<file path="src/crc8h74_pkg.sv">
// crc8h74_pkg: shared constants and functions for the crc-8 / hamming(7,4) codec
// holds the crc-8 fold table and the per-nibble hamming encode and correct logic
// no dependencies
package crc8h74_pkg;

  localparam int MSG_W  = 16;
  localparam int CRC_W  = 8;
  localparam int WORD_W = MSG_W + CRC_W;
  localparam int NIB_N  = WORD_W / 4;
  localparam int CODE_W = NIB_N * 7;

  localparam logic REQ_ENCODE = 1'b0;
  localparam logic REQ_DECODE = 1'b1;

  // syndrome codes that point at a data bit
  localparam logic [2:0] SYN_D3 = 3'd3;
  localparam logic [2:0] SYN_D0 = 3'd5;
  localparam logic [2:0] SYN_D1 = 3'd6;
  localparam logic [2:0] SYN_D2 = 3'd7;

  // x^(8+i) mod x^8+x^2+x+1
  localparam logic [CRC_W-1:0] CRC_FOLD [MSG_W] = '{
    8'h07, 8'h0E, 8'h1C, 8'h38, 8'h70, 8'hE0, 8'hC7, 8'h89,
    8'h15, 8'h2A, 8'h54, 8'hA8, 8'h57, 8'hAE, 8'h5B, 8'hB6
  };

  typedef struct packed {
    logic [CODE_W-1:0] code;
    logic [MSG_W-1:0]  data;
    logic              err;
  } res_t;

  function automatic logic [CRC_W-1:0] crc_rem24(logic [WORD_W-1:0] v);
    logic [CRC_W-1:0] r;
    r = v[CRC_W-1:0];
    for (int i = 0; i < MSG_W; i++) begin
      if (v[CRC_W+i]) begin
        r = r ^ CRC_FOLD[i];
      end
    end
    return r;
  endfunction

  function automatic logic [6:0] ham_enc(logic [3:0] n);
    logic p0, p1, p2;
    p0 = n[3] ^ n[2] ^ n[1];
    p1 = n[2] ^ n[1] ^ n[0];
    p2 = n[3] ^ n[1] ^ n[0];
    return {n, p0, p1, p2};
  endfunction

  function automatic logic [3:0] ham_dec(logic [6:0] w);
    logic [2:0] s;
    logic [3:0] n;
    n = w[6:3];
    s = {w[2] ^ w[6] ^ w[5] ^ w[4],
         w[1] ^ w[5] ^ w[4] ^ w[3],
         w[0] ^ w[6] ^ w[4] ^ w[3]};
    case (s)
      SYN_D3:  n = n ^ 4'b0001;
      SYN_D0:  n = n ^ 4'b1000;
      SYN_D1:  n = n ^ 4'b0100;
      SYN_D2:  n = n ^ 4'b0010;
      default: n = n;
    endcase
    return n;
  endfunction

endpackage

</file>
<file path="src/crc8_hamming74_codec.sv">
// crc8_hamming74_codec: crc-8 plus hamming(7,4) encoder and decoder, top level
// depends on crc8h74_pkg for the fold table and hamming functions
//
// usage
//   input channel: in_valid / in_stall with req_type, data_in, code_in.
//   req_type low encodes data_in into a 42-bit code_out (crc-8 appended,
//   six hamming(7,4) words, first word in the msbs); req_type high
//   corrects code_in word by word, returns the 16 message bits on
//   data_out and raises crc_error on a nonzero crc remainder.
//   output channel: out_valid / out_stall with code_out, data_out, crc_error;
//   the field not used by the request reads zero.
//   each result is registered, in the result register or, while that is held, in the skid register.
//   throughput is one item per cycle while in_stall is low; the crc and hamming
//   logic between the input ports and the result register is combinational.
//   a two-entry result buffer (result register plus skid register) lets
//   an item be taken while the result waits; in_stall rises only when
//   both entries hold items, and drops as soon as the receiver takes one.
//   reset empties both entries; no item is lost or repeated under stall.
module crc8_hamming74_codec
  import crc8h74_pkg::*;
(
  input  logic              clk,
  input  logic              rst,
  input  logic              in_valid,
  output logic              in_stall,
  input  logic              req_type,
  input  logic [MSG_W-1:0]  data_in,
  input  logic [CODE_W-1:0] code_in,
  output logic              out_valid,
  input  logic              out_stall,
  output logic [CODE_W-1:0] code_out,
  output logic [MSG_W-1:0]  data_out,
  output logic              crc_error
);

  logic              out_vld;
  logic              skid_vld;
  res_t              out_res;
  res_t              skid_res;
  res_t              res_next;
  logic [WORD_W-1:0] enc_word;
  logic [WORD_W-1:0] dec_word;
  logic [CODE_W-1:0] enc_code;
  logic              in_take;
  logic              out_take;

  always_comb begin
    enc_word = {data_in, crc_rem24({data_in, {CRC_W{1'b0}}})};
    for (int i = 0; i < NIB_N; i++) begin
      enc_code[CODE_W-1-7*i -: 7] = ham_enc(enc_word[WORD_W-1-4*i -: 4]);
      dec_word[WORD_W-1-4*i -: 4] = ham_dec(code_in[CODE_W-1-7*i -: 7]);
    end
    if (req_type == REQ_ENCODE) begin
      res_next.code = enc_code;
      res_next.data = '0;
      res_next.err  = 1'b0;
    end else begin
      res_next.code = '0;
      res_next.data = dec_word[WORD_W-1 -: MSG_W];
      res_next.err  = |crc_rem24(dec_word);
    end
  end

  assign in_stall  = skid_vld;
  assign in_take   = in_valid && !skid_vld;
  assign out_take  = out_vld && !out_stall;
  assign out_valid = out_vld;
  assign code_out  = out_res.code;
  assign data_out  = out_res.data;
  assign crc_error = out_res.err;

  always_ff @(posedge clk) begin
    if (rst) begin
      out_vld  <= 1'b0;
      skid_vld <= 1'b0;
    end else begin
      if (!out_vld || out_take) begin
        if (skid_vld) begin
          out_res  <= skid_res;
          out_vld  <= 1'b1;
          skid_vld <= 1'b0;
        end else begin
          out_res <= res_next;
          out_vld <= in_take;
        end
      end else if (in_take) begin
        skid_res <= res_next;
        skid_vld <= 1'b1;
      end
    end
  end

  // skid entry only fills behind a held result
  a_skid_behind_out: assert property (@(posedge clk) disable iff (rst)
    skid_vld |-> out_vld)
    else $error("skid entry valid with empty result register");

  a_fill_skid: assert property (@(posedge clk) disable iff (rst)
    in_take && out_vld && out_stall |=> skid_vld)
    else $error("item taken under stall not kept in skid entry");

  a_skid_moves: assert property (@(posedge clk) disable iff (rst)
    out_take && skid_vld |=> out_vld && (out_res == $past(skid_res)))
    else $error("skid entry not moved to result register");

  a_error_decode_only: assert property (@(posedge clk) disable iff (rst)
    out_vld && crc_error |-> code_out == '0)
    else $error("crc error raised on an encode item");

endmodule

</file>
<file path="config.mk">
export PLATFORM = sky130hd
export DESIGN_NAME = crc8_hamming74_codec
export DESIGN_NICKNAME = d
export VERILOG_FILES = /design/src/crc8h74_pkg.sv /design/src/crc8_hamming74_codec.sv
export SDC_FILE = /design/constraint.sdc
export NUM_CORES = 1
export LEC_CHECK = 0
export BUFFER_PORTS_ARGS = -buffer_cell sky130_fd_sc_hd__clkbuf_2
export CAP_MARGIN = 10
export CORE_MARGIN = 2
export CORE_UTILIZATION = 62
export DETAILED_ROUTE_END_ITERATION = 12
export GPL_TIMING_DRIVEN = 0
export PLACE_DENSITY = 0.93
export RECOVER_POWER = 25
export SYNTH_ARGS = -nofsm -noshare
export SYNTH_HDL_FRONTEND = slang
export SYNTH_SLANG_ARGS = --single-unit
</file>
<file path="constraint.sdc">
create_clock -name clk -period 22.6 [get_ports clk]
set_input_delay 4.52 -clock clk [delete_from_list [all_inputs] [get_ports clk]]
set_output_delay 4.52 -clock clk [all_outputs]
set_load 0.005 [all_outputs]
</file>
==> results by group <==
Yosys
  – Top cells by instance count after synthesis: edfxtp_1, xnor2_1, nor2_1
  – Mapped Nets: 818
  – Count leader, synth: edfxtp_1
  – Synth top area share: 44.76%
  – Main flop type after synthesis: edfxtp_1
  – Cells after Synth: 755
  – Seq/Total Area, Yosys: 45.27%
  – Synth area leader: edfxtp_1
  – Synth Warn #: 0
  – Yosys reg bits: 120
  – Synth unique cells: 68
  – Top cells by area, synth: edfxtp_1, xnor2_1, xor2_1
  – Number of enable flip-flop cells after synthesis: 118
  – Async SR Flop Fraction: 0%
  – Synthesized area: 7916 um^2
  – Mean area per synthesized cell: 10.49 um^2

Run status
  – Violated checks: max-capacitance violations, max-slew violations
  – Status: finished, violations left

Global route
  – First-pass GRT wire length: 30,170 um
  – Global route overflow: 0
  – Tot GR Track Use: 28.78%
  – Via count of the first global-routing pass: 6,062
  – Initial antenna violation count: 0
  – Largest net degree at the start of global routing: 34

Final layout
  – Final instance area: 9175 um^2
  – Fillers: 828
  – Register area: 3583 um^2
  – Post-route insts no fill: 1,061
  – Finished Core Util: 73.30%
  – Fraction of layout cells with a size suffix above 1: 18.56%
  – Area of the multi-input gates: 4014 um^2
  – N_diodes: 0
  – Final nets: 939
  – Area growth from synthesis to layout: 15.90%

STA
  – Final worst slack: 15.14 ns
  – Period utilization: 33.02%
  – Fmax: 0.1340 GHz
  – Unrepaired setup endpoints after global routing: no
  – Rel. slew slack: -92.72%
  – Max Slew Vio Count: 27
  – Worst slew pin tran: 2.891 ns
  – Final hold viol count: 0
  – Final setup TNS: 0 ns
  – Setup-failing EPs final: 0
  – Final min period: 7.462 ns
  – Skew final: 0.008292 ns
  – Hold_ws: 0.5127 ns

Critical path
  – Maximum fanout along the worst path: 9
  – Crit path to: crc_error
  – CP arrival: 7.61 ns
  – Critical path startpoint: code_in[26]
  – Crit. End Element: flop
  – R2r endpoint: skid_res[53]
  – CP required: 22.75 ns
  – Critical Path Start Type: input port
  – Setup Crit Path Kind: in2reg
  – Reg2Reg Depth: 6
  – R2r setup slk: 19.51 ns
  – Worst r2r src: in_stall

Die
  – Height of the die: 117.0 um
  – Number of I/O pins: 124
  – Core area: 12,520 um^2
  – Rows: 41
  – Initial Util: 63.24%
  – Die area: 13,690 um^2
  – Die Span X: 117.0 um

Clock network
  – Postcts setup bufs: 0
  – Skew-Pair Late Insertion Delay: 0.42 ns
  – Hold Buf Count CTS: 0
  – CTS tree: yes
  – Max Root-Sink Buffers: 2
  – CTS buffer count: 17
  – CTS Sinks: 120
  – Clk root buf: clkbuf_16
  – H-Tree Depth: 4
  – Post-cts resize count: 0
  – Worst-path clk slew: 0.06 ns

Run
  – Max cap viols: 1

Power
  – Power Total: 727.7 uW
  – Power Density: 79.31 nW/um^2
  – Leak: 3.252 nW
  – Max IR drop VDD: 0.00007026 V

Placed design
  – Final HPWL DP: 13,520 um
  – Number of buffers added on ports: 94
  – Placed insts: 1,029
  – GPL Wtd Cong: 0.8963
  – Pre-CTS WS: 14.76 ns
  – Placed cell areas: 8692 um^2

Drt
  – Residual DRC: 0
  – Number of vias in the routed layout: 6,469
  – Detailed Routing Iterations Pass 1: 8
  – 1st-iter DRT viols: 723
  – Wire length per cell after detailed routing: 18.57 um
  – Post-Route WL: 19,700 um
  – Post-route ant nets: 0
  – Post-DR vias/cell: 6.097

Worst hold path
  – Hold crit path type: reg2reg
  – Hold Crit Start: out_valid
[state kept, by name, indices dropped and copies added, names as in the netlist]
signal,cells
code_out,42
crc_error,1
data_out,16
in_stall,1
out_valid,1
skid_res,59
[cell families (layout without fill, tap and decap cells)]
kind of cell             count (synthesis)  after routing  synth area share [%]
buffers and inverters                   73            207                 4.030
XOR/XNOR                               151            151                 18.67
adder cells (fa/ha/maj)                  4              4                0.5058
AND/OR/NAND/NOR                        216            216                 13.37
multiplexers                            30             30                 4.504
AO/OA/AOI/OAI                          161            161                 13.66
flip-flops                             120            120                 45.27
[how the worst min path moves through the flow]
stage | endpoint | slack [ns] | cells after the start
after floorplan | in_stall | 0.49 | 2
after global placement | in_stall | 0.49 | 2
after detailed placement | code_out[9] | 0.51 | 2
after CTS | data_out[2] | 0.53 | 2
after global routing | data_out[2] | 0.53 | 2
final | in_stall | 0.51 | 2
[critical path, stage by stage]
cell and delay [ns]:
clkbuf_1 0.25, xnor2_1 0.17, or3_1 0.40, nand2_1 0.07, mux2_2 0.39, xnor2_1 0.25
xnor3_1 0.47, xor2_1 0.17, or4_4 0.53, a221oi_2 0.30, o31ai_1 0.09
[routing by layer]
layer	vias up	share of wire (%)	GRT usage (%)
li1	2989	-	-
met1	3038	38	34.75
met2	377	51	49.33
met3	65	7.6	6.025
met4	0	4.0	13.96
met5	-	0	0
[area by class of cell]
class / instances / share of cell area (%)
Tap cell: 172 / 2.346
Multi-Input combinational cell: 562 / 43.75
Timing Repair Buffer: 102 / 5.468
Clock buffer: 20 / 4.759
Buffer: 65 / 3.150
Clock inverter: 12 / 1.146
Inverter: 8 / 0.3273
Sequential cell: 120 / 39.06
[power by group]
group / switching [mW] / internal [mW] / total [mW]
clock: 0.0980 / 0.150 / 0.248
sequential: 0.00419 / 0.266 / 0.270
combinational: 0.120 / 0.0889 / 0.209
total: 0.222 / 0.505 / 0.728
[placed cells by master (no fill, tap or decap), types with 3 or more instances in the layout]
cell type and count:
clkbuf_2 62, nor2b_1 22, a31oi_1 8, a211oi_1 7
inv_1 7, maj3_1 4, xnor2_1 90, nor3_1 8
edfxtp_1 118, clkbuf_16 17, xor2_1 48, xnor2_2 4
mux2i_1 3, a21oi_1 28, and2_1 10, o31ai_1 36
o22ai_1 6, nand3b_1 3, nand2_1 51, a2111oi_0 3
nand4_1 9, buf_2 20, a311oi_1 5, o21ai_0 35
nand2b_1 4, o211ai_1 7, nor2_1 71, clkinv_2 4
clkinvlp_4 5, or3_1 6, clkbuf_1 73, nor4_1 3
buf_4 10, mux2_2 25, xnor3_1 5, o221ai_1 4
nand3_1 16, buf_1 3
(Power assumes the default switching activity.)
